## src/rsdz_pkg.sv

```systemverilog
`timescale 1ns / 1ps

package rsdz_pkg;

	// Widths fixed by the interface
	localparam int FIELD_W         = 16;
	localparam int ZONE_W          = 17;
	localparam int ZONE_FRAC_W     = 16;
	localparam int SAMPLE_BITS_DEF = 16;

	// Output full scale in Q1.15 and the quotient widths it implies.
	// Before the rescale an axis reaches (mag-dz)*32767/(full-dz), up to about
	// 13575*32767 when the zone sits one count below full scale: 29 bits.
	localparam int OUT_MAX = 32767;
	localparam int OUT_W   = 15;
	localparam int Q1_W    = 29;
	localparam int Q2_W    = 15;

	localparam logic [ZONE_W-1:0] ZONE_RESET = 17'd4588;

	// Configuration register indexes
	localparam int CFG_IDX_W = 2;
	localparam logic [CFG_IDX_W-1:0] CFG_LEFT  = 2'd0;
	localparam logic [CFG_IDX_W-1:0] CFG_RIGHT = 2'd1;

	// How an item is finished
	typedef enum logic [1:0] {
		KIND_PASS,
		KIND_INSIDE,
		KIND_ZERO,
		KIND_CALC
	} kind_t;

	// Per-item sideband carried alongside the arithmetic
	typedef struct packed {
		logic                sel;
		kind_t               kind;
		logic [FIELD_W-1:0]  px;
		logic [FIELD_W-1:0]  py;
	} side_t;

endpackage

```

## src/rsdz_front.sv

```systemverilog
`timescale 1ns / 1ps

module rsdz_front #(
	parameter int SAMPLE_BITS = rsdz_pkg::SAMPLE_BITS_DEF,
	parameter int W           = $bits(rsdz_pkg::side_t) + 3 * SAMPLE_BITS - 1
) (
	input  logic                                clk,
	input  logic                                arst_n,
	input  logic                                cfg_valid,
	output logic                                cfg_ready,
	input  logic [rsdz_pkg::CFG_IDX_W-1:0]      cfg_index,
	input  logic [rsdz_pkg::ZONE_W-1:0]         cfg_data,
	input  logic                                in_valid,
	output logic                                in_ready,
	input  logic                                stick_select,
	input  logic [rsdz_pkg::FIELD_W-1:0]        raw_x,
	input  logic [rsdz_pkg::FIELD_W-1:0]        raw_y,
	output logic                                f_valid,
	input  logic                                f_ready,
	output logic [W-1:0]                        f_data
);

	localparam int B    = SAMPLE_BITS;
	localparam int DZ_W = B - 1;
	localparam int P_W  = B + rsdz_pkg::ZONE_FRAC_W - 1;
	localparam logic [DZ_W-1:0] FULL = DZ_W'((1 << (B - 1)) - 1);

	logic [rsdz_pkg::ZONE_W-1:0] left_zone_q, right_zone_q, zone;
	logic signed [B-1:0]         xs, ys;
	logic [B-1:0]                ax, ay;
	logic [P_W-1:0]              dz_prod;
	rsdz_pkg::side_t             side;
	logic                        valid_s1;
	logic [W-1:0]                data_s1;

	// Dead-zone registers
	assign cfg_ready = 1'b1;
	always_ff @(posedge clk or negedge arst_n) begin
		if (!arst_n) begin
			left_zone_q  <= rsdz_pkg::ZONE_RESET;
			right_zone_q <= rsdz_pkg::ZONE_RESET;
		end else if (cfg_valid) begin
			case (cfg_index)
				rsdz_pkg::CFG_LEFT:  left_zone_q  <= cfg_data;
				rsdz_pkg::CFG_RIGHT: right_zone_q <= cfg_data;
				default: ;
			endcase
		end
	end

	// Classify the sample and prepare operands
	assign zone = stick_select ? right_zone_q : left_zone_q;
	assign xs   = raw_x[B-1:0];
	assign ys   = raw_y[B-1:0];
	assign ax   = xs[B-1] ? (~raw_x[B-1:0] + B'(1)) : raw_x[B-1:0];
	assign ay   = ys[B-1] ? (~raw_y[B-1:0] + B'(1)) : raw_y[B-1:0];
	assign dz_prod = P_W'(zone[rsdz_pkg::ZONE_FRAC_W-1:0]) * P_W'(FULL);

	always_comb begin
		side.sel = stick_select;
		side.px  = rsdz_pkg::FIELD_W'(xs);
		side.py  = rsdz_pkg::FIELD_W'(ys);
		if (zone == '0) begin
			side.kind = rsdz_pkg::KIND_PASS;
		end else if (zone[rsdz_pkg::ZONE_FRAC_W]) begin
			side.kind = rsdz_pkg::KIND_INSIDE;
		end else begin
			side.kind = rsdz_pkg::KIND_CALC;
		end
	end

	// Input register
	assign in_ready = !valid_s1 || f_ready;
	always_ff @(posedge clk or negedge arst_n) begin
		if (!arst_n) begin
			valid_s1 <= 1'b0;
		end else if (in_ready) begin
			valid_s1 <= in_valid;
		end
	end

	always_ff @(posedge clk) begin
		if (in_ready && in_valid) begin
			data_s1 <= {side, ax, ay, dz_prod[P_W-1:rsdz_pkg::ZONE_FRAC_W]};
		end
	end

	assign f_valid = valid_s1;
	assign f_data  = data_s1;

	a_hold: assert property (@(posedge clk) disable iff (!arst_n)
		valid_s1 && !f_ready |=> valid_s1 && $stable(data_s1))
		else $error("front item changed while queue was full");

endmodule

```

## config.mk

```make
export PLATFORM = sky130hd
export DESIGN_NAME = rsdz_front
export DESIGN_NICKNAME = d
export VERILOG_FILES = /design/src/rsdz_pkg.sv /design/src/rsdz_front.sv
export SDC_FILE = /design/constraint.sdc
export NUM_CORES = 1
export LEC_CHECK = 0
export BUFFER_PORTS_ARGS = -buffer_cell sky130_fd_sc_hd__buf_2
export CAP_MARGIN = 30
export CORE_UTILIZATION = 30
export CTS_BUF_LIST = sky130_fd_sc_hd__clkbuf_4 sky130_fd_sc_hd__clkbuf_8
export CTS_CLUSTER_DIAMETER = 30
export DETAILED_ROUTE_END_ITERATION = 10
export SLEW_MARGIN = 30
export SYNTH_ARGS = -nofsm -noshare
export SYNTH_HDL_FRONTEND = slang
export SYNTH_SLANG_ARGS = --single-unit
```

## constraint.sdc

```tcl
create_clock -name clk -period 8.5 [get_ports clk]
set_input_delay 0.85 -clock clk [delete_from_list [all_inputs] [get_ports clk]]
set_output_delay 0.85 -clock clk [all_outputs]
set_load 0.01 [all_outputs]
```

==> results of run 1 <==
[cell type report]
class	count	area (sq um)	area share
sequential	115	3300	0.301
tap	396	495	0.0452
multi-input combinational	479	5400	0.492
inverter	170	638	0.0582
clock buffer	19	255	0.0233
timing repair buffer	143	727	0.0663
clock inverter	13	158	0.0144
[kinds of logic after synthesis]
logic type / Yosys count / share of synthesized area
mux: 52 / 0.0601
simple gates: 77 / 0.0479
compound gates: 89 / 0.0637
xor+xnor: 57 / 0.0532
buf+inv: 180 / 0.0740
other cells: 1 / 0.000400
flops: 115 / 0.351
fa+ha+maj: 203 / 0.350
[registers in the layout, indices dropped and copies added, names as in the netlist]
signal	cells
f_data	80
left_zone_q	17
right_zone_q	17
f_valid	1
[layout by cell type, fill, tap and decap left out, types with 17 or more instances in the layout]
cell        n
dfrtp_1    21
xnor2_1    41
buf_2     140
inv_1     170
clkbuf_8   18
nand2_1    24
ha_1      103
a21oi_1    23
o21ai_0    21
fa_1       99
edfxtp_1   80
mux2i_1    17
mux2_2     35
[synthesized netlist by cell type (all sizes together) (3+ instances only)]
cell type	instances	area, sq um
a21o	11	82.6
a21oi	23	115
a31oi	4	25.0
buf	4	33.8
clkbuf	6	22.5
dfrtp	21	526
dfstp	14	368
edfxtp	80	2400
fa	99	1980
ha	103	1290
inv	170	638
mux2	35	394
mux2i	17	170
nand2	24	90.1
nand2b	3	18.8
nand3	6	35.0
nand3b	3	22.5
nand4	4	25.0
nor2	11	41.3
nor3	3	15.0
o21a	4	30.0
o21ai	21	105
o21bai	4	30.0
o31ai	7	80.1
o41ai	4	35.0
or3	6	42.5
or4	4	37.5
xnor2	41	359
xor2	16	140
[routing by layer]
layer  wire length, um  share of wire  track usage  vias up
met4               310          0.015       0.0378        0
met3               983          0.049       0.0254       23
met5                 0              0            0        -
met2              9740           0.48        0.220      161
met1              9160           0.45        0.171     2946
li1                  -              -            -     2869
[worst min path at each step]
stage | slack [ns] | start | cells past startpoint | endpoint
2_1_floorplan | 0.47 | right_zone_q[16] | 1 | right_zone_q[16]
3_3_place_gp | 0.48 | right_zone_q[16] | 1 | right_zone_q[16]
3_5_place_dp | 0.49 | right_zone_q[4] | 1 | right_zone_q[4]
4_1_cts | 0.46 | arst_n | 1 | f_valid
5_1_grt | 0.51 | arst_n | 1 | f_valid
6_report | 0.46 | arst_n | 1 | f_valid
[worst max-delay path: cells and delay by family]
| kind | cells | cell delay [ns] |
|---|---|---|
| AO/OA/AOI/OAI | 4 | 1.43 |
| adder cells (fa/ha/maj) | 7 | 3.50 |
| multiplexers | 1 | 0.36 |
| AND/OR/NAND/NOR | 1 | 0.21 |
| buffers and inverters | 9 | 1.06 |
| XOR/XNOR | 1 | 0.07 |
[through the flow]
| stage | cell area (sq um) | worst slack (ns) | instances |
|---|---|---|---|
| finish | 11000 | 1.21 | 1335 |
| floorplan | 9390 | 1.06 | 774 |
| CTS | 11000 | 1.20 | 1335 |
| global route | 11000 | 0.719 | 1335 |
| global placement | 10600 | 0.826 | 1303 |
| detailed placement | 10600 | 0.710 | 1303 |
==> flow_summary.yaml, run 1 <==
layout:
  final.fill_count: 3092
  area_growth_pct: 16.9
  final_util: 0.358
  drive_gt1_frac: 0.253
  finalNetCount: 1185
  num_antenna_cells: 0
routing:
  vias_per_cell: 4.49
  wl_um: 20200
  ant_nets: 0
  drt-pass1-iter-count: 4
  drcViolationCount: 0
  dr.first_iter.drc_count: 298
  wl_per_cell_um: 15.1
  vias: 5999
timing:
  final.period_utilization: 0.858
  fin_hold_ws_ns: 0.465
  slew_headroom: 0.365
  grt_setup_unrepaired: "false"
  drv_slew: 0
  setup_viol: 0
  setup_tns_ns: 0
  final_hold_viol_count: 0
  finClkSkew_ns: 0.0199
  worst_pin_slew_ns: 0.950
  fmax_mhz: 137
  min_period_ns: 7.29
global_routing:
  overflow: 0
  grtUsageTotal: 0.131
  antenna_found_initial: 0
  first_global_vias: 6184
  grt_pass1_wl_um: 32100
  grt_max_degree: 75
clock_tree:
  clock_sinks: 115
  cts_tree: "built"
  post_cts_resized: 0
  clock_path_buffers: 2
  h-tree-depth: 4
  insertion_delay_ns: 0.45
  cts_root_buffer: "clkbuf_8"
  cts.clk_slew.worst_paths_ns: 0.10
  holdBufCountCts: 0
  postCtsSetupBuffers: 0
  cts_made_buffers: 17
worst_setup_path:
  crit_type: "input pin to flop"
  crit_start: "stick_select"
  r2r-start: "right_zone_q[8]"
  crit_required_ns: 8.72
  start_kind: "input pin"
  crit_path_end_kind: "flop"
  endpoint: "f_data[13]"
  r2r_cells: 21
  path_cells: "buf_2 -> buf_4 -> mux2i_1 -> inv_1 -> fa_1 -> inv_1 -> fa_1 -> inv_1 -> fa_1 -> inv_1 -> fa_1 -> inv_1 -> fa_1 -> inv_1 -> fa_1 -> inv_1 -> ha_1 -> and3_1 -> a31o_2 -> a2111oi_1 -> o41ai_1 -> a21oi_1 -> xnor2_1"
  critPathMaxFanout: 11
  rr_endpoint: "f_data[13]"
  path_common_cell: "inv_1"
  critPathArrivalTime_ns: 7.51
  rrSetupSlack_ns: 1.76
  slowest_stage: "a2111oi_1"
  slowest_delay_ns: 0.71
floorplanning:
  die-area_sq_um: 32000
  coreArea_sq_um: 30700
  rows: 64
  die_y_um: 179
  start_util: 0.306
  die_w_um: 179
  io_pins: 142
place:
  io_buffers: 140
  place.gp.congestion: 0.851
  dp.final_hpwl_um: 16400
synth:
  yosysSeqAreaShare: 0.351
  yosysUniqueCellTypes: 56
  synth_edf_count: 80
  async_flop_share: 0.304
  synthCells: 774
  syn_area_sq_um: 9390
  synth-main-ff-cell: "edfxtp_1"
  syn_area_per_cell_sq_um: 12.1
  syn_nets: 1033
  ys_seq_elements: 115
  yosys_warnings: 0
run:
  maxCapViolCount: 0
min_path:
  worstHoldPathType: "input pin to asynchronous set/reset pin"
outcome:
  status: "completed"
Power of run 1 is left out: the tool's default activity adds up to more than one toggle a clock period on the data nets, which glitch-free logic cannot reach.
==> run 2, diff against run 1 <==
--- a/config.mk
+++ b/config.mk
@@ -7,10 +7,13 @@
 export LEC_CHECK = 0
 export BUFFER_PORTS_ARGS = -buffer_cell sky130_fd_sc_hd__buf_2
 export CAP_MARGIN = 30
+export CELL_PAD_IN_SITES_DETAIL_PLACEMENT = 1
+export CELL_PAD_IN_SITES_GLOBAL_PLACEMENT = 1
 export CORE_UTILIZATION = 30
 export CTS_BUF_LIST = sky130_fd_sc_hd__clkbuf_4 sky130_fd_sc_hd__clkbuf_8
 export CTS_CLUSTER_DIAMETER = 30
 export DETAILED_ROUTE_END_ITERATION = 10
+export PLACE_DENSITY_LB_ADDON = 0.1
 export SLEW_MARGIN = 30
 export SYNTH_ARGS = -nofsm -noshare
 export SYNTH_HDL_FRONTEND = slang
==> run 2 against run 1 <==
Against the previous run:
- clock skew up 0.0023 ns
- largest cell class unchanged
- hold slack better by 0.025 ns
- via count down 0.68%
- critical path depth down 1
- setup slack better by 0.14 ns
==> flow_summary.yaml, run 2 (same netlist as run 1, synthesis figures left out) <==
layout:
  area_growth_pct: 17.2
  num_antenna_cells: 0
  final_common_cell: "inv_1"
  final.fill_count: 3387
  most-common-layout-cells: "170 x inv_1, 140 x buf_2, 103 x ha_1, 99 x fa_1, 80 x edfxtp_1"
  largest_reg_flops: 80
  finalNetCount: 1189
  drive_gt1_frac: 0.256
routing:
  wl_met2_um: 10800
  drt-pass1-iter-count: 4
  vias: 5958
  met3_length_um: 991
  drcViolationCount: 0
  wl_um: 22800
  wirelength_met1_um: 10800
  ant_nets: 0
  vias_per_cell: 4.45
  dr.first_iter.drc_count: 166
  top_layer: "met4"
  wl_per_cell_um: 17.0
floorplanning:
  die_w_um: 179
  rows: 64
  die-area_sq_um: 32000
  io_pins: 142
  start_util: 0.306
  coreArea_sq_um: 30700
  die_y_um: 179
outcome:
  status: "completed"
worst_setup_path:
  crit_type: "input pin to flop"
  start_kind: "input pin"
  r2r-start: "right_zone_q[8]"
  critPathMaxFanout: 10
  crit_path_end_kind: "flop"
  rr_endpoint: "f_data[10]"
  critPathArrivalTime_ns: 7.35
  crit_required_ns: 8.70
  r2r_cells: 21
  rrSetupSlack_ns: 1.78
clock_tree:
  insertion_delay_ns: 0.46
  cts_root_buffer: "clkbuf_8"
  holdBufCountCts: 0
  clock_path_buffers: 2
  cts_tree: "built"
  clock_sinks: 115
  postCtsSetupBuffers: 0
  cts_made_buffers: 17
  h-tree-depth: 4
  post_cts_resized: 0
  cts.clk_slew.worst_paths_ns: 0.08
place:
  place.gp.congestion: 0.789
  io_buffers: 140
  dp.final_hpwl_um: 19200
  dp_worst_setup_slack_ns: 0.837
global_routing:
  grt_pass1_wl_um: 35800
  grt_max_degree: 55
  grtUsageTotal: 0.150
  first_global_vias: 6429
  overflow: 0
  antenna_found_initial: 0
timing:
  final_hold_viol_count: 0
  final.period_utilization: 0.841
  worst_pin_slew_ns: 0.791
  finalWorstSetupSlack_ns: 1.35
  min_period_ns: 7.15
  fin_hold_ws_ns: 0.489
  grt_setup_unrepaired: "false"
  setup_viol: 0
  fmax_mhz: 140
  finClkSkew_ns: 0.0222
  drv_slew: 0
  setup_tns_ns: 0
  slew_headroom: 0.473
run:
  maxCapViolCount: 0
min_path:
  worstHoldPathType: "input pin to asynchronous set/reset pin"
[run 2: layout make-up]
class                           count  area, sq um  area share
Sequential cell                   115         3300       0.300
Timing Repair Buffer              147          757      0.0688
Tap cell                          396          495      0.0451
Multi-Input combinational cell    479         5400       0.491
Inverter                          170          638      0.0580
Clock buffer                       17          234      0.0213
Clock inverter                     15          179      0.0163
[run 2: critical path: stages]
cell and delay, ns:
buf_2 0.28, mux2i_1 0.54, inv_1 0.14, fa_1 0.69, inv_1 0.09, fa_1 0.60
inv_1 0.08, fa_1 0.49, inv_1 0.05, fa_1 0.48, inv_1 0.06, fa_1 0.53
inv_1 0.05, fa_1 0.49, inv_1 0.04, ha_1 0.34, and3_1 0.22, a31o_2 0.28
a211o_1 0.35, a41oi_1 0.38, o21ai_0 0.16, xor2_1 0.16
[run 2: per-layer routing]
metal  GRT usage  up-vias
met5           0        -
met4      0.0381        0
met3      0.0227       12
met2       0.242      124
met1       0.210     2950
li1            -     2872
[run 2: how the worst max path moves through the flow]
stage                 startpoint          to  slack, ns  depth (start not counted)
finish              stick_select  f_data[10]       1.35                         22
global route        stick_select  f_data[13]       0.93                         23
CTS                 stick_select  f_data[13]       1.26                         23
detailed placement  stick_select  f_data[10]       0.84                         22
global placement    stick_select  f_data[13]       0.93                         23
floorplan           stick_select  f_data[10]       1.06                         23
[run 2: stage by stage]
| stage | std cells | util | cell area, sq um |
|---|---|---|---|
| final | 1339 | 0.359 | 11000 |
| after global routing | 1339 | 0.359 | 11000 |
| after CTS | 1339 | 0.359 | 11000 |
| after detailed placement | 1307 | 0.345 | 10600 |
| after global placement | 1306 | 0.345 | 10600 |
| after floorplan | 774 | - | 9390 |
Power of run 2 is left out for the same reason.
==> run 3, diff against run 2 <==
--- a/config.mk
+++ b/config.mk
@@ -5,6 +5,7 @@
 export SDC_FILE = /design/constraint.sdc
 export NUM_CORES = 1
 export LEC_CHECK = 0
+export ABC_AREA = 1
 export BUFFER_PORTS_ARGS = -buffer_cell sky130_fd_sc_hd__buf_2
 export CAP_MARGIN = 30
 export CELL_PAD_IN_SITES_DETAIL_PLACEMENT = 1
==> constraint.sdc (replaced) <==
create_clock -name clk -period 7.4 [get_ports clk]
set_input_delay 0.74 -clock clk [delete_from_list [all_inputs] [get_ports clk]]
set_output_delay 0.74 -clock clk [all_outputs]
set_load 0.01 [all_outputs]
==> run 3 against run 2 <==
Against the previous run:
- hold slack got worse by 0.15 ns
- first-iteration DRC count increased by 23%
- die area is 10% higher
- largest cell class unchanged
- area after synthesis rose by 11%
- clock-buffer cell count grew 2
==> flow_summary.yaml, run 3 <==
routing:
  vias_per_cell: 4.33
  dr.first_iter.drc_count: 205
  wl_per_cell_um: 15.4
  drcViolationCount: 0
  drt-pass1-iter-count: 4
  ant_nets: 0
  wl_um: 27100
  vias: 7648
timing:
  min_period_ns: 6.69
  final_hold_viol_count: 0
  setup_tns_ns: 0
  slew_headroom: 0.427
  fmax_mhz: 150
  finalWorstSetupSlack_ns: 0.714
  worst_pin_slew_ns: 0.851
  final.period_utilization: 0.904
  drv_slew: 0
  finClkSkew_ns: 0.0175
  setup_viol: 0
  grt_setup_unrepaired: "false"
run:
  maxCapViolCount: 0
synth:
  yosysUniqueCellTypes: 39
  synth_commonest_cells: "290 x inv_1, 248 x nand2_1, 103 x ha_1"
  ys_seq_elements: 115
  synth_area_leaders: "edfxtp_1 23%, fa_1 19%, ha_1 12%"
  yosysMostFrequentCell: "inv_1"
  syn_nets: 1421
  syn_area_sq_um: 10400
  yosysSeqAreaShare: 0.318
  synth-main-ff-cell: "edfxtp_1"
  syn_area_per_cell_sq_um: 8.93
  yosys.area.top_type: "edfxtp_1"
  yosys_warnings: 0
  synthCells: 1162
  synth_top_area_frac: 0.232
  async_flop_share: 0.304
  synth_edf_count: 80
worst_setup_path:
  start_kind: "input pin"
  crit_path_end_kind: "flop"
  crit_type: "input pin to flop"
  critPathArrivalTime_ns: 6.90
  crit_required_ns: 7.61
  critPathMaxFanout: 32
layout:
  finalNetCount: 1565
  largest_reg_flops: 80
  num_antenna_cells: 0
  final_common_cell: "inv_1"
  area_growth_pct: 15.4
  drive_gt1_frac: 0.171
  most-common-layout-cells: "290 x inv_1, 247 x nand2_1, 140 x buf_2, 103 x ha_1, 99 x fa_1"
clock_tree:
  h-tree-depth: 4
  holdBufCountCts: 0
  cts.clk_slew.worst_paths_ns: 0.08
  post_cts_resized: 0
  clock_path_buffers: 2
  clock_sinks: 115
  cts_made_buffers: 17
  cts_root_buffer: "clkbuf_8"
  cts_tree: "built"
  postCtsSetupBuffers: 0
  insertion_delay_ns: 0.47
global_routing:
  use_met2: 0.268
  first_global_vias: 8430
  grt_pass1_wl_um: 44400
  grt_use_met3: 0.0249
  grtUsageTotal: 0.163
  overflow: 0
  antenna_found_initial: 0
  gr-usage-met1: 0.218
  grt_max_degree: 75
  busiest_layer: "met2"
place:
  io_buffers: 140
  dp_worst_setup_slack_ns: 0.162
  dp.final_hpwl_um: 23100
  place.gp.congestion: 0.822
floorplanning:
  die_y_um: 188
  start_util: 0.307
  rows: 67
  die_w_um: 188
  coreArea_sq_um: 33800
  die-area_sq_um: 35300
  io_pins: 142
outcome:
  status: "completed"
min_path:
  worstHoldPathType: "input pin to asynchronous set/reset pin"
## run 3: cell types whose count changed after synthesis, sizes merged, moves of 10 or more
cell	before	now
nand2	24	257
inv	170	295
nor2	11	57
o21ai	21	64
mux2	35	0
nand3	6	40
xnor2	41	10
mux2i	17	5
xor2	16	26
## run 3: stage by stage
step | utilization | area, sq um | hold WS (ns) | cells
global route | 0.354 | 12000 | 0.364 | 1767
detailed placement | 0.343 | 11600 | 0.470 | 1735
CTS | 0.354 | 12000 | 0.322 | 1767
finish | 0.354 | 12000 | 0.336 | 1767
floorplan | - | 10400 | 0.444 | 1162
global placement | 0.343 | 11600 | 0.462 | 1735
## run 3: path summary, 6_finish.rpt
path                       slack (ns)               to           start  cells past startpoint
setup / recovery                 0.71        f_data[1]    stick_select                     24
hold / removal                   0.34          f_valid          arst_n                      1
setup reg to reg                 1.02        f_data[1]  left_zone_q[8]                     23
hold reg to reg                  0.49   left_zone_q[0]  left_zone_q[0]                      2
max in group asynchronous        6.56  right_zone_q[9]          arst_n                      1
min in group clk                 0.46       f_data[47]        raw_y[0]                      1
## run 3: worst max-delay path, cell delays in order
cell	delay (ns)
buf_2	0.29
o21ai_0	0.76
inv_1	0.15
fa_1	0.66
inv_1	0.09
fa_1	0.62
inv_1	0.10
fa_1	0.48
inv_1	0.04
fa_1	0.47
inv_1	0.05
fa_1	0.53
inv_1	0.05
fa_1	0.49
inv_1	0.04
ha_1	0.32
nand2_1	0.07
nand2_1	0.08
a21oi_1	0.30
o21bai_1	0.16
a21oi_1	0.19
inv_1	0.06
nand2_1	0.05
nand2_1	0.06
## run 3: cell type report
cell class              count  area (sq um)
fillers                  4046         21800
multi-input cells         735          5910
flip-flops and latches    115          3300
inverters                 295          1110
repair buffers            142           719
well taps                 448           561
clock buffers              19           255
clock inverters            13           126
## run 3: kinds of logic after synthesis
kind of cell | Yosys count | share of synthesized area
AND/OR/NAND/NOR | 383 | 0.160
buffers and inverters | 312 | 0.114
adder cells (fa/ha/maj) | 202 | 0.315
flip-flops | 115 | 0.318
AO/OA/AOI/OAI | 108 | 0.0578
XOR/XNOR | 36 | 0.0304
multiplexers | 5 | 0.00482
other | 1 | 0.000361
## run 3: per-layer routing
layer	part of all wire	wire (um)
met1	0.49	13400
met2	0.47	12700
met3	0.020	552
met4	0.019	514
met5	0	0
Power of run 3 is left out for the same reason.
