## src/rsdz_queue.sv

```systemverilog
`timescale 1ns / 1ps

module rsdz_queue #(
	parameter int W = 8
) (
	input  logic         clk,
	input  logic         arst_n,
	input  logic         in_valid,
	output logic         in_ready,
	input  logic [W-1:0] in_data,
	output logic         out_valid,
	input  logic         pop,
	output logic [W-1:0] out_data
);

	localparam int DEPTH = 2;

	logic [W-1:0] mem_q [0:DEPTH-1];
	logic         wr_ptr_q, rd_ptr_q;
	logic [1:0]   cnt_q;
	logic         push, take;

	assign in_ready  = (cnt_q != 2'(DEPTH));
	assign out_valid = (cnt_q != '0);
	assign out_data  = mem_q[rd_ptr_q];
	assign push      = in_valid && in_ready;
	assign take      = pop && out_valid;

	// Pointers and fill count
	always_ff @(posedge clk or negedge arst_n) begin
		if (!arst_n) begin
			wr_ptr_q <= 1'b0;
			rd_ptr_q <= 1'b0;
			cnt_q    <= '0;
		end else begin
			if (push) wr_ptr_q <= ~wr_ptr_q;
			if (take) rd_ptr_q <= ~rd_ptr_q;
			cnt_q <= cnt_q + 2'(push) - 2'(take);
		end
	end

	always_ff @(posedge clk) begin
		if (push) mem_q[wr_ptr_q] <= in_data;
	end

	a_cnt: assert property (@(posedge clk) disable iff (!arst_n)
		cnt_q <= 2'(DEPTH))
		else $error("queue count overflow");

endmodule

```

## config.mk

```make
export PLATFORM = sky130hd
export DESIGN_NAME = rsdz_queue
export DESIGN_NICKNAME = d
export VERILOG_FILES = /design/src/rsdz_queue.sv
export SDC_FILE = /design/constraint.sdc
export NUM_CORES = 1
export LEC_CHECK = 0
export BUFFER_PORTS_ARGS = -buffer_cell sky130_fd_sc_hd__buf_2
export CAP_MARGIN = 10
export CORE_MARGIN = 2
export CORE_UTILIZATION = 41
export CTS_BUF_LIST = sky130_fd_sc_hd__clkbuf_4 sky130_fd_sc_hd__clkbuf_8 sky130_fd_sc_hd__clkbuf_16
export DETAILED_ROUTE_END_ITERATION = 8
export HOLD_SLACK_MARGIN = 0.12
export PLACE_DENSITY_LB_ADDON = 0.12
export SLEW_MARGIN = 20
export SYNTH_ARGS = -nofsm -noshare
export SYNTH_HDL_FRONTEND = slang
export SYNTH_SLANG_ARGS = --single-unit
```

## constraint.sdc

```tcl
create_clock -name clk -period 1.95 [get_ports clk]
set_input_delay 0.0975 -clock clk [delete_from_list [all_inputs] [get_ports clk]]
set_output_delay 0.0975 -clock clk [all_outputs]
set_load 0.01 [all_outputs]
```

==> run_summary.xml, run 1 <==
<?xml version="1.0" encoding="UTF-8"?>
<metrics>
  <group name="setup_path">
    <metric name="slowest_delay" unit="ns">0.42</metric>
    <metric name="worstSetupStartpointType" unit="">flop</metric>
    <metric name="worstPathRequired" unit="ns">2.17</metric>
    <metric name="crit_chain" unit="">or2_1 &gt; and2_4 &gt; ha_1 &gt; inv_1 &gt; ha_1 &gt; xnor2_1 &gt; xnor2_1</metric>
    <metric name="endpoint_kind" unit="">flop</metric>
    <metric name="r2r-start" unit="">cnt_q[1]</metric>
    <metric name="timing.critical_path.arrival" unit="ns">1.89</metric>
    <metric name="critical-path-slowest-cell" unit="">dfrtp_1</metric>
    <metric name="crit_type" unit="">reg -&gt; reg</metric>
    <metric name="reg2reg_setup_slack" unit="ns">0.28</metric>
    <metric name="cp-endpoint" unit="">cnt_q[1]</metric>
    <metric name="r2r_end" unit="">cnt_q[1]</metric>
    <metric name="critical_path.startpoint" unit="">cnt_q[1]</metric>
    <metric name="ff2ff_path_depth" unit="">7</metric>
    <metric name="crit_fanout" unit="">3</metric>
  </group>
  <group name="synthesis">
    <metric name="avgSynthCellArea" unit="um2">18.44</metric>
    <metric name="share_of_synthesized_cell_area_in_and_or_nand_and_nor_gates" unit="%">4.523</metric>
    <metric name="yosysWarnings" unit="">0</metric>
    <metric name="post_synth_fa_ha_maj_area_fraction" unit="%">3.231</metric>
    <metric name="synthesis.instances" unit="">42</metric>
    <metric name="synth_cell_type_count" unit="">14</metric>
    <metric name="synth.area.mux_share" unit="%">11.63</metric>
    <metric name="synth_top_family_by_area" unit="">multiplexers</metric>
    <metric name="yosys.area_share.xor_xnor" unit="%">4.523</metric>
    <metric name="syn_nets" unit="">56</metric>
    <metric name="synth_sequential_area_ratio" unit="%">74.96</metric>
    <metric name="synth_area_in_compound_gates" unit="%">0</metric>
    <metric name="synth-seq-cells" unit="">20</metric>
    <metric name="synth.cell_area" unit="um2">774.5</metric>
  </group>
  <group name="clocking">
    <metric name="path_clk_slew" unit="ns">0.10</metric>
    <metric name="clock_tree.buffer_depth" unit="">2</metric>
    <metric name="cts_tree" unit="">built</metric>
    <metric name="max_h_tree_level" unit="">1</metric>
    <metric name="clock_latency" unit="ns">0.29</metric>
    <metric name="cts_root_buffer" unit="">clkbuf_4</metric>
    <metric name="clkSinkCount" unit="">20</metric>
    <metric name="inserted_clock_buffers" unit="">3</metric>
  </group>
  <group name="floorplan">
    <metric name="top_ports" unit="">22</metric>
    <metric name="die-area" unit="um2">2252</metric>
    <metric name="area_of_the_placeable_core" unit="um2">1745</metric>
    <metric name="initial_core_util" unit="%">44.37</metric>
    <metric name="core.rowCount" unit="">15</metric>
    <metric name="dieHeight" unit="um">47.46</metric>
    <metric name="die_width" unit="um">47.46</metric>
  </group>
  <group name="timing">
    <metric name="setup_tns" unit="ns">0</metric>
    <metric name="fmaxAchievable" unit="GHz">0.5979</metric>
    <metric name="worst_hold_slack" unit="ns">0.1315</metric>
    <metric name="timing_worst_slew_pin_value" unit="ns">0.3939</metric>
    <metric name="setup_viol" unit="">0</metric>
    <metric name="finalWorstPathRequiredPeriod" unit="ns">1.672</metric>
    <metric name="maxSlewViolCount" unit="">0</metric>
    <metric name="post-route-period-util" unit="%">85.77</metric>
    <metric name="finalHoldViolCount" unit="">0</metric>
    <metric name="setup_repair_after_global_routing_missed_its_margin" unit="">no</metric>
    <metric name="skew" unit="ns">0.002992</metric>
    <metric name="maxSlewHeadroom" unit="%">73.74</metric>
  </group>
  <group name="layout">
    <metric name="area_delta_synth_final" unit="%">34.73</metric>
    <metric name="finalNetCount" unit="">92</metric>
    <metric name="antenna-diode-count" unit="">0</metric>
    <metric name="final_cell_area" unit="um2">1044</metric>
    <metric name="fill_cells" unit="">142</metric>
    <metric name="layout-drive-gt1-share" unit="%">35.06</metric>
    <metric name="utilization" unit="%">59.78</metric>
  </group>
  <group name="route">
    <metric name="drc" unit="">0</metric>
    <metric name="detail_route.vias_per_cell" unit="">4.451</metric>
    <metric name="drt_iter0_markers" unit="">1</metric>
    <metric name="route.antenna.remaining_nets" unit="">0</metric>
    <metric name="dr_total_vias" unit="">454</metric>
    <metric name="dr.pass1.iters" unit="">4</metric>
    <metric name="route.final.wire_length" unit="um">1134</metric>
    <metric name="wl_per_cell" unit="um">11.12</metric>
  </group>
  <group name="global_routing">
    <metric name="grt-ovfl-total" unit="">0</metric>
    <metric name="grt.met3_usage" unit="%">3.396</metric>
    <metric name="busiest_layer" unit="">met2</metric>
    <metric name="largest_net_degree_at_the_start_of_global_routing" unit="">12</metric>
    <metric name="grt_util_met2" unit="%">21.08</metric>
    <metric name="grt_use_total" unit="%">11.97</metric>
    <metric name="first_global_vias" unit="">428</metric>
    <metric name="global_route_wire_length_before_repair" unit="um">1731</metric>
    <metric name="grt_util_met1" unit="%">12.81</metric>
    <metric name="antenna_found_initial" unit="">0</metric>
  </group>
  <group name="placed_design">
    <metric name="globalplace.congestion" unit="">0.6523</metric>
    <metric name="place_hpwl" unit="um">782.6</metric>
    <metric name="placed_cell_area" unit="um2">913.4</metric>
    <metric name="place.port_buffers" unit="">21</metric>
  </group>
  <group name="job">
    <metric name="drv.max_cap_violation_count" unit="">0</metric>
  </group>
  <group name="power_and_ir_drop">
    <metric name="worst_case_vdd_ir_drop" unit="uV">767.5</metric>
    <metric name="power.density_cell_area" unit="nW/um2">1266</metric>
    <metric name="power" unit="uW">1321</metric>
    <metric name="power.leakage" unit="uW">0.0004247</metric>
  </group>
  <group name="run_status">
    <metric name="status" unit="">completed</metric>
  </group>
  <group name="worst_hold_path">
    <metric name="kind_of_path_behind_the_tightest_hold_check" unit="">in -&gt; async</metric>
  </group>
</metrics>
-- kinds of logic after synthesis --
group	Yosys count
xor gates and xnor gates	4
DFF	20
buffers and inverters	2
adders and majority gates	2
and+or+nand+nor	6
muxes	8
-- area by class of cell --
type,instances,area [um2],share of cell area (%)
sequential,20,580.6,55.64
clock buffer,4,30.03,2.878
inverter,1,3.754,0.3597
timing repair buffer,32,212.7,20.38
multi-input combinational,20,185.2,17.75
tap,25,31.28,2.998
-- flip-flops by register name, indices dropped and copies added, names as in the netlist --
register  count
cnt_q         2
mem_q        16
rd_ptr_q      1
wr_ptr_q      1
-- synth_stat cells --
master    count  area (um2)
and2_4        1       8.760
and3_1        1       6.260
buf_2         1       5.000
dfrtp_1       4       100.1
edfxtp_1     16       480.5
ha_1          2       25.02
inv_1         1       3.750
mux2_1        8       90.09
nand2_1       1       3.750
nand2b_1      1       6.260
nor2_1        1       3.750
or2_1         1       6.260
xnor2_1       3       26.28
xor2_1        1       8.760
-- critical path, delay by kind of cell, from the launching register on --
family	cells	cell delay, ns
xor+xnor	2	0.29
buf+inv	1	0.04
flops	1	0.42
fa+ha+maj	2	0.44
simple gates	2	0.42
-- through the flow --
| step | setup slack, ns | cells |
|---|---|---|
| after floorplan | 0.2905 | 42 |
| after global placement | 0.3089 | 88 |
| after detailed placement | 0.2808 | 88 |
| after CTS | 0.2586 | 102 |
| after global routing | 0.2037 | 102 |
| final | 0.2776 | 102 |
-- placed cells by master, fill, tap and decap left out, drive strengths merged --
cell type and count:
nor2 1, edfxtp 16, or2 1, inv 1
xnor2 3, ha 2, nand2b 1, xor2 1
nand2 1, buf 22, and2 1, dfrtp 4
mux2 8, and3 1, clkbuf 4, dlygate4sd3 10
-- worst min path at each step --
stage                         from        to  slack [ns]
after floorplan             arst_n  cnt_q[0]       -0.20
after global placement      arst_n  cnt_q[1]       -0.09
after detailed placement    arst_n  cnt_q[1]       -0.09
after CTS                 in_valid  wr_ptr_q        0.12
after global routing        arst_n  rd_ptr_q        0.15
final                       arst_n  rd_ptr_q        0.13
-- metal layers --
metal  up-vias  wire [um]
li1        223          -
met1       212        486
met2        15        583
met3         4         45
met4         0         19
met5         -          0
-- power by group --
part	leakage, uW	internal, uW	switching (uW)
Combinational	0.000211	234	210
Sequential	0.000195	597	74.3
Clock	0.0000184	93.3	113
Total	0.000425	924	397
-- timing repair --
| item | in CTS | in global routing |
|---|---|---|
| gates resized for setup | 0 | 0 |
| setup endpoints to repair | 0 | 0 |
| buffers inserted | 0 | 0 |
| endpoints found under the hold margin | 21 | 0 |
| hold buffers | 10 | 0 |
No activity file was read; power rests on OpenSTA's default activity.
==> run 2, diff against run 1 <==
--- a/config.mk
+++ b/config.mk
@@ -9,7 +9,7 @@
 export CAP_MARGIN = 10
 export CORE_MARGIN = 2
 export CORE_UTILIZATION = 41
-export CTS_BUF_LIST = sky130_fd_sc_hd__clkbuf_4 sky130_fd_sc_hd__clkbuf_8 sky130_fd_sc_hd__clkbuf_16
+export CTS_BUF_LIST = sky130_fd_sc_hd__clkbuf_2
 export DETAILED_ROUTE_END_ITERATION = 8
 export HOLD_SLACK_MARGIN = 0.12
 export PLACE_DENSITY_LB_ADDON = 0.12
==> run 2 against run 1 <==
Effect of this change:
- routed wire length increased by 2.9%
- sequential cell count unchanged
- die area unchanged
- sequential power about the same
- largest cell class unchanged
- largest power group unchanged
==> run_summary.xml, run 2 (synthesis gave the netlist of run 1 again) <==
<?xml version="1.0" encoding="UTF-8"?>
<metrics>
  <group name="run_status">
    <metric name="status" unit="">completed</metric>
  </group>
  <group name="route">
    <metric name="wl_per_cell" unit="um">11.22</metric>
    <metric name="dr_total_vias" unit="">463</metric>
    <metric name="route.final.wire_length" unit="um">1167</metric>
    <metric name="detail_route.vias_per_cell" unit="">4.452</metric>
    <metric name="route.antenna.remaining_nets" unit="">0</metric>
    <metric name="drt_iter0_markers" unit="">5</metric>
    <metric name="dr.pass1.iters" unit="">3</metric>
    <metric name="drc" unit="">0</metric>
  </group>
  <group name="global_routing">
    <metric name="antenna_found_initial" unit="">0</metric>
    <metric name="grt-ovfl-total" unit="">0</metric>
    <metric name="first_global_vias" unit="">448</metric>
    <metric name="grt_use_total" unit="%">12.13</metric>
    <metric name="largest_net_degree_at_the_start_of_global_routing" unit="">12</metric>
    <metric name="global_route_wire_length_before_repair" unit="um">1794</metric>
  </group>
  <group name="timing">
    <metric name="setup_viol" unit="">0</metric>
    <metric name="post-route-period-util" unit="%">86.39</metric>
    <metric name="finalHoldViolCount" unit="">0</metric>
    <metric name="maxSlewHeadroom" unit="%">74.21</metric>
    <metric name="fmaxAchievable" unit="GHz">0.5936</metric>
    <metric name="finalWorstPathRequiredPeriod" unit="ns">1.685</metric>
    <metric name="skew" unit="ns">0.007814</metric>
    <metric name="maxSlewViolCount" unit="">0</metric>
    <metric name="timing_worst_slew_pin_value" unit="ns">0.3868</metric>
    <metric name="setup_repair_after_global_routing_missed_its_margin" unit="">no</metric>
    <metric name="setup_tns" unit="ns">0</metric>
  </group>
  <group name="floorplan">
    <metric name="area_of_the_placeable_core" unit="um2">1745</metric>
    <metric name="die_width" unit="um">47.46</metric>
    <metric name="core.rowCount" unit="">15</metric>
    <metric name="initial_core_util" unit="%">44.37</metric>
    <metric name="die-area" unit="um2">2252</metric>
    <metric name="top_ports" unit="">22</metric>
    <metric name="dieHeight" unit="um">47.46</metric>
  </group>
  <group name="setup_path">
    <metric name="crit_chain" unit="">or2_1 &gt; and2_4 &gt; ha_1 &gt; inv_1 &gt; ha_1 &gt; xnor2_1 &gt; xnor2_1</metric>
    <metric name="crit_type" unit="">reg -&gt; reg</metric>
    <metric name="endpoint_kind" unit="">flop</metric>
    <metric name="slowest_delay" unit="ns">0.44</metric>
    <metric name="worstPathRequired" unit="ns">2.18</metric>
    <metric name="timing.critical_path.arrival" unit="ns">1.91</metric>
    <metric name="worstSetupStartpointType" unit="">flop</metric>
    <metric name="critical-path-slowest-cell" unit="">dfrtp_1</metric>
    <metric name="crit_fanout" unit="">3</metric>
  </group>
  <group name="clocking">
    <metric name="clock_latency" unit="ns">0.29</metric>
    <metric name="max_h_tree_level" unit="">1</metric>
    <metric name="cts_tree" unit="">built</metric>
    <metric name="inserted_clock_buffers" unit="">3</metric>
    <metric name="post_cts_setup_driven_buffer_insertion_count" unit="">0</metric>
    <metric name="clkSinkCount" unit="">20</metric>
    <metric name="cts_root_buffer" unit="">clkbuf_2</metric>
    <metric name="path_clk_slew" unit="ns">0.16</metric>
    <metric name="clock_tree.buffer_depth" unit="">2</metric>
  </group>
  <group name="placed_design">
    <metric name="place_hpwl" unit="um">782.6</metric>
    <metric name="globalplace.congestion" unit="">0.6523</metric>
    <metric name="placed_cell_area" unit="um2">913.4</metric>
    <metric name="place.port_buffers" unit="">21</metric>
  </group>
  <group name="layout">
    <metric name="antenna-diode-count" unit="">0</metric>
    <metric name="layout_commonest_cell" unit="">buf_2</metric>
    <metric name="layout-drive-gt1-share" unit="%">34.18</metric>
    <metric name="largest_register_ffs" unit="">16</metric>
    <metric name="reg_with_most_ffs" unit="">mem_q</metric>
    <metric name="fill_cells" unit="">142</metric>
    <metric name="finalNetCount" unit="">94</metric>
    <metric name="final_cell_area" unit="um2">1054</metric>
    <metric name="area_delta_synth_final" unit="%">36.03</metric>
    <metric name="reg_top3" unit="">mem_q x16, cnt_q x2</metric>
    <metric name="commonest_cells_after_routing_fill_and_taps_aside" unit="">buf_2, edfxtp_1, dlygate4sd3_1</metric>
  </group>
  <group name="power_and_ir_drop">
    <metric name="power.density_cell_area" unit="nW/um2">1218</metric>
    <metric name="worst_case_vdd_ir_drop" unit="uV">767.3</metric>
    <metric name="power.leakage" unit="uW">0.0004312</metric>
  </group>
  <group name="job">
    <metric name="drv.max_cap_violation_count" unit="">0</metric>
  </group>
  <group name="worst_hold_path">
    <metric name="kind_of_path_behind_the_tightest_hold_check" unit="">reg -&gt; reg</metric>
  </group>
</metrics>
==> run 2: per-layer routing <==
metal,GRT usage [%],wire (um)
met1,13.07,474
met2,22.16,649
met3,3.396,44
met4,5.000,0
met5,0,0
==> run 2: repair_timing <==
item	4_1_cts	5_1_grt
resized for setup	0	0
hold endpoints to repair	22	0
endpoints found under the setup margin	0	0
hold buffers	12	0
==> run 2: layout make-up <==
type / instances / area (um2) / share of cell area [%]
Multi-Input combinational cell: 20 / 185.2 / 17.58
Clock buffer: 4 / 20.02 / 1.900
Timing Repair Buffer: 34 / 232.7 / 22.09
Sequential cell: 20 / 580.6 / 55.11
Inverter: 1 / 3.754 / 0.3563
Tap cell: 25 / 31.28 / 2.969
==> run 2: metrics by stage <==
stage	std cells	util, %	total power, uW	worst slack, ns	hold slack, ns
global placement	88	52.33	1112	0.3089	-0.08883
detailed placement	88	52.33	1120	0.2808	-0.08944
global route	104	60.36	1367	0.1918	0.4909
finish	104	60.36	1283	0.2655	0.5079
CTS	104	60.36	1303	0.2472	0.4980
floorplan	42	-	962.7	0.2905	-0.1981
==> run 2: worst max-delay path: cells and delay by family (launching register included) <==
family | cells | cell delay [ns]
xor+xnor | 2 | 0.29
simple gates | 2 | 0.42
buf+inv | 1 | 0.04
fa+ha+maj | 2 | 0.44
flops | 1 | 0.44
==> run 2: power breakdown <==
| group | internal [uW] | switching [uW] |
|---|---|---|
| clock | 54.4 | 111 |
| sequential | 596 | 74.6 |
| combinational | 236 | 211 |
| total | 887 | 396 |
==> run 2: worst paths after layout <==
path	from	to	slack, ns	depth (start not counted)
setup / recovery	cnt_q[1]	cnt_q[1]	0.27	7
hold / removal	wr_ptr_q	wr_ptr_q	0.51	1
setup reg to reg	cnt_q[1]	cnt_q[1]	0.27	7
hold reg to reg	wr_ptr_q	wr_ptr_q	0.51	1
max in group asynchronous	arst_n	cnt_q[1]	1.07	3
min in group asynchronous	arst_n	cnt_q[0]	0.70	3
==> run 3, diff against run 2 <==
--- a/config.mk
+++ b/config.mk
@@ -5,12 +5,13 @@
 export SDC_FILE = /design/constraint.sdc
 export NUM_CORES = 1
 export LEC_CHECK = 0
-export BUFFER_PORTS_ARGS = -buffer_cell sky130_fd_sc_hd__buf_2
 export CAP_MARGIN = 10
 export CORE_MARGIN = 2
 export CORE_UTILIZATION = 41
 export CTS_BUF_LIST = sky130_fd_sc_hd__clkbuf_2
 export DETAILED_ROUTE_END_ITERATION = 8
+export DONT_BUFFER_PORTS = 1
+export GPL_TIMING_DRIVEN = 0
 export HOLD_SLACK_MARGIN = 0.12
 export PLACE_DENSITY_LB_ADDON = 0.12
 export SLEW_MARGIN = 20
==> run 3 against run 2 <==
Effect of this change:
- maximum frequency decreased by 8.5%
- clock power about the same
- first-iteration DRC count shrank 80%
- critical endpoint unchanged
- largest cell class unchanged
- sequential cell count unchanged
- hold slack worse by 0.25 ns
- critical path type unchanged
- global-route usage decreased by 0.41 points
- routed wire length shrank 2.1%
- register-to-register slack lost 0.16 ns
- die area did not move
- core utilization decreased by 6.2 points
- clock skew is 0.0061 ns lower
- critical path depth is the same
==> run_summary.xml, run 3 (synthesis gave the netlist of run 1 again) <==
<?xml version="1.0" encoding="UTF-8"?>
<metrics>
  <group name="floorplan">
    <metric name="area_of_the_placeable_core" unit="um2">1745</metric>
    <metric name="initial_core_util" unit="%">44.37</metric>
    <metric name="core.rowCount" unit="">15</metric>
    <metric name="die_width" unit="um">47.46</metric>
    <metric name="top_ports" unit="">22</metric>
    <metric name="die-area" unit="um2">2252</metric>
    <metric name="dieHeight" unit="um">47.46</metric>
  </group>
  <group name="timing">
    <metric name="finalHoldViolCount" unit="">0</metric>
    <metric name="post-route-period-util" unit="%">94.38</metric>
    <metric name="worst_hold_slack" unit="ns">0.2579</metric>
    <metric name="setup_repair_after_global_routing_missed_its_margin" unit="">no</metric>
    <metric name="fmaxAchievable" unit="GHz">0.5434</metric>
    <metric name="skew" unit="ns">0.001741</metric>
    <metric name="setup_viol" unit="">0</metric>
    <metric name="maxSlewHeadroom" unit="%">52.54</metric>
    <metric name="timing_worst_slew_pin_value" unit="ns">0.7092</metric>
    <metric name="setup_tns" unit="ns">0</metric>
    <metric name="finalWorstPathRequiredPeriod" unit="ns">1.840</metric>
    <metric name="finalWorstSetupSlack" unit="ns">0.1096</metric>
    <metric name="maxSlewViolCount" unit="">0</metric>
  </group>
  <group name="setup_path">
    <metric name="crit_fanout" unit="">3</metric>
    <metric name="r2r_end" unit="">cnt_q[1]</metric>
    <metric name="worstPathRequired" unit="ns">2.17</metric>
    <metric name="ff2ff_path_depth" unit="">7</metric>
    <metric name="crit_type" unit="">reg -&gt; reg</metric>
    <metric name="timing.critical_path.arrival" unit="ns">2.06</metric>
    <metric name="r2r-start" unit="">cnt_q[1]</metric>
    <metric name="worstSetupStartpointType" unit="">flop</metric>
    <metric name="reg2reg_setup_slack" unit="ns">0.11</metric>
    <metric name="endpoint_kind" unit="">flop</metric>
  </group>
  <group name="global_routing">
    <metric name="grt-ovfl-total" unit="">0</metric>
    <metric name="first_global_vias" unit="">400</metric>
    <metric name="largest_net_degree_at_the_start_of_global_routing" unit="">12</metric>
    <metric name="global_route_wire_length_before_repair" unit="um">1738</metric>
    <metric name="grt_use_total" unit="%">11.72</metric>
    <metric name="antenna_found_initial" unit="">0</metric>
  </group>
  <group name="layout">
    <metric name="layout_commonest_cell" unit="">edfxtp_1</metric>
    <metric name="area_occupied_by_multi_input_gates" unit="um2">185.2</metric>
    <metric name="reg_with_most_ffs" unit="">mem_q</metric>
    <metric name="largest_register_ffs" unit="">16</metric>
    <metric name="reg_top3" unit="">mem_q x16, cnt_q x2</metric>
    <metric name="fill_cells" unit="">138</metric>
    <metric name="ff_latch_area" unit="um2">580.6</metric>
    <metric name="layout-drive-gt1-share" unit="%">10.34</metric>
    <metric name="commonest_cells_after_routing_fill_and_taps_aside" unit="">edfxtp_1, dlygate4sd3_1, mux2_1</metric>
    <metric name="finalNetCount" unit="">73</metric>
    <metric name="area_delta_synth_final" unit="%">22.13</metric>
    <metric name="antenna-diode-count" unit="">0</metric>
    <metric name="final_cell_area" unit="um2">945.9</metric>
  </group>
  <group name="route">
    <metric name="dr_total_vias" unit="">382</metric>
    <metric name="route.final.wire_length" unit="um">1143</metric>
    <metric name="dr.pass1.iters" unit="">2</metric>
    <metric name="wl_per_cell" unit="um">13.77</metric>
    <metric name="drc" unit="">0</metric>
    <metric name="drt_iter0_markers" unit="">1</metric>
    <metric name="detail_route.vias_per_cell" unit="">4.602</metric>
    <metric name="route.antenna.remaining_nets" unit="">0</metric>
  </group>
  <group name="placed_design">
    <metric name="globalplace.congestion" unit="">0.6559</metric>
    <metric name="worst_setup_slack_post_dpl" unit="ns">0.1325</metric>
    <metric name="place_hpwl" unit="um">815.8</metric>
    <metric name="placed_cell_area" unit="um2">805.8</metric>
    <metric name="place.port_buffers" unit="">0</metric>
  </group>
  <group name="worst_hold_path">
    <metric name="kind_of_path_behind_the_tightest_hold_check" unit="">in -&gt; reg</metric>
    <metric name="hold-path-endpoint" unit="">mem_q[1][1]</metric>
    <metric name="hold_path_startpoint" unit="">in_valid</metric>
    <metric name="min_path_cells" unit="">1</metric>
  </group>
  <group name="clocking">
    <metric name="max_h_tree_level" unit="">1</metric>
    <metric name="clkSinkCount" unit="">20</metric>
    <metric name="cts_root_buffer" unit="">clkbuf_2</metric>
    <metric name="clock_tree.buffer_depth" unit="">2</metric>
    <metric name="clock_latency" unit="ns">0.28</metric>
    <metric name="inserted_clock_buffers" unit="">3</metric>
    <metric name="cts_tree" unit="">built</metric>
    <metric name="path_clk_slew" unit="ns">0.17</metric>
  </group>
  <group name="power_and_ir_drop">
    <metric name="worst_case_vdd_ir_drop" unit="uV">691.9</metric>
    <metric name="power.density_cell_area" unit="nW/um2">1279</metric>
    <metric name="power.leakage" unit="uW">0.0003490</metric>
  </group>
  <group name="job">
    <metric name="drv.max_cap_violation_count" unit="">0</metric>
  </group>
  <group name="run_status">
    <metric name="status" unit="">completed</metric>
  </group>
</metrics>
==> run 3: cell types whose count changed in the layout (fill, tap and decap cells not counted), sizes merged <==
cell,change
buf,-21
==> run 3: worst max-delay path by stage <==
stage | cells past startpoint | start | endpoint | slack [ns]
3_3_place_gp | 7 | cnt_q[1] | cnt_q[1] | 0.26
6_report | 7 | cnt_q[1] | cnt_q[1] | 0.11
3_5_place_dp | 7 | cnt_q[1] | cnt_q[1] | 0.13
4_1_cts | 7 | cnt_q[1] | cnt_q[1] | 0.09
5_1_grt | 7 | cnt_q[1] | cnt_q[1] | 0.001
2_1_floorplan | 7 | cnt_q[1] | cnt_q[1] | 0.29
==> run 3: routing by layer <==
layer / routed length [um] / part of all wire, % / vias up / track usage (%)
met5: 0 / 0 / - / 0
met4: 7 / 0.61 / 0 / 5.000
met3: 70 / 6.1 / 2 / 2.264
met2: 605 / 53 / 13 / 21.35
met1: 459 / 40 / 183 / 13.28
li1: - / - / 184 / -
==> run 3: power by group <==
| part | switching [uW] | total [uW] | internal, uW | leakage [uW] |
|---|---|---|---|---|
| logic | 237 | 405 | 168 | 0.000137 |
| registers | 43.7 | 640 | 597 | 0.000195 |
| clock network | 110 | 165 | 54.4 | 0.0000166 |
| total | 390 | 1210 | 819 | 0.000349 |
==> run 3: repair_timing <==
item	CTS	global route
endpoints found under the setup margin	0	0
buffers inserted	0	0
hold endpoints to repair	22	0
hold buffers	12	0
resized for setup	0	0
==> run 3: through the flow <==
step	power, uW	instances	utilization [%]
3_3_place_gp	1011	67	46.16
4_1_cts	1228	83	54.19
5_1_grt	1296	83	54.19
3_5_place_dp	1041	67	46.16
2_1_floorplan	962.7	42	-
6_report	1210	83	54.19
==> run 3: area by class of cell <==
type | instances | share of cell area [%]
buffer | 1 | 0.5291
clock buffer | 4 | 2.116
inverter | 1 | 0.3968
multi-input combinational | 20 | 19.58
sequential | 20 | 61.38
tap | 25 | 3.307
timing repair buffer | 12 | 12.70
==> run 3: critical path: stages, from the launching register on <==
cell,delay (ns)
dfrtp_1,0.44
or2_1,0.29
and2_4,0.19
ha_1,0.28
inv_1,0.04
ha_1,0.18
xnor2_1,0.21
xnor2_1,0.15
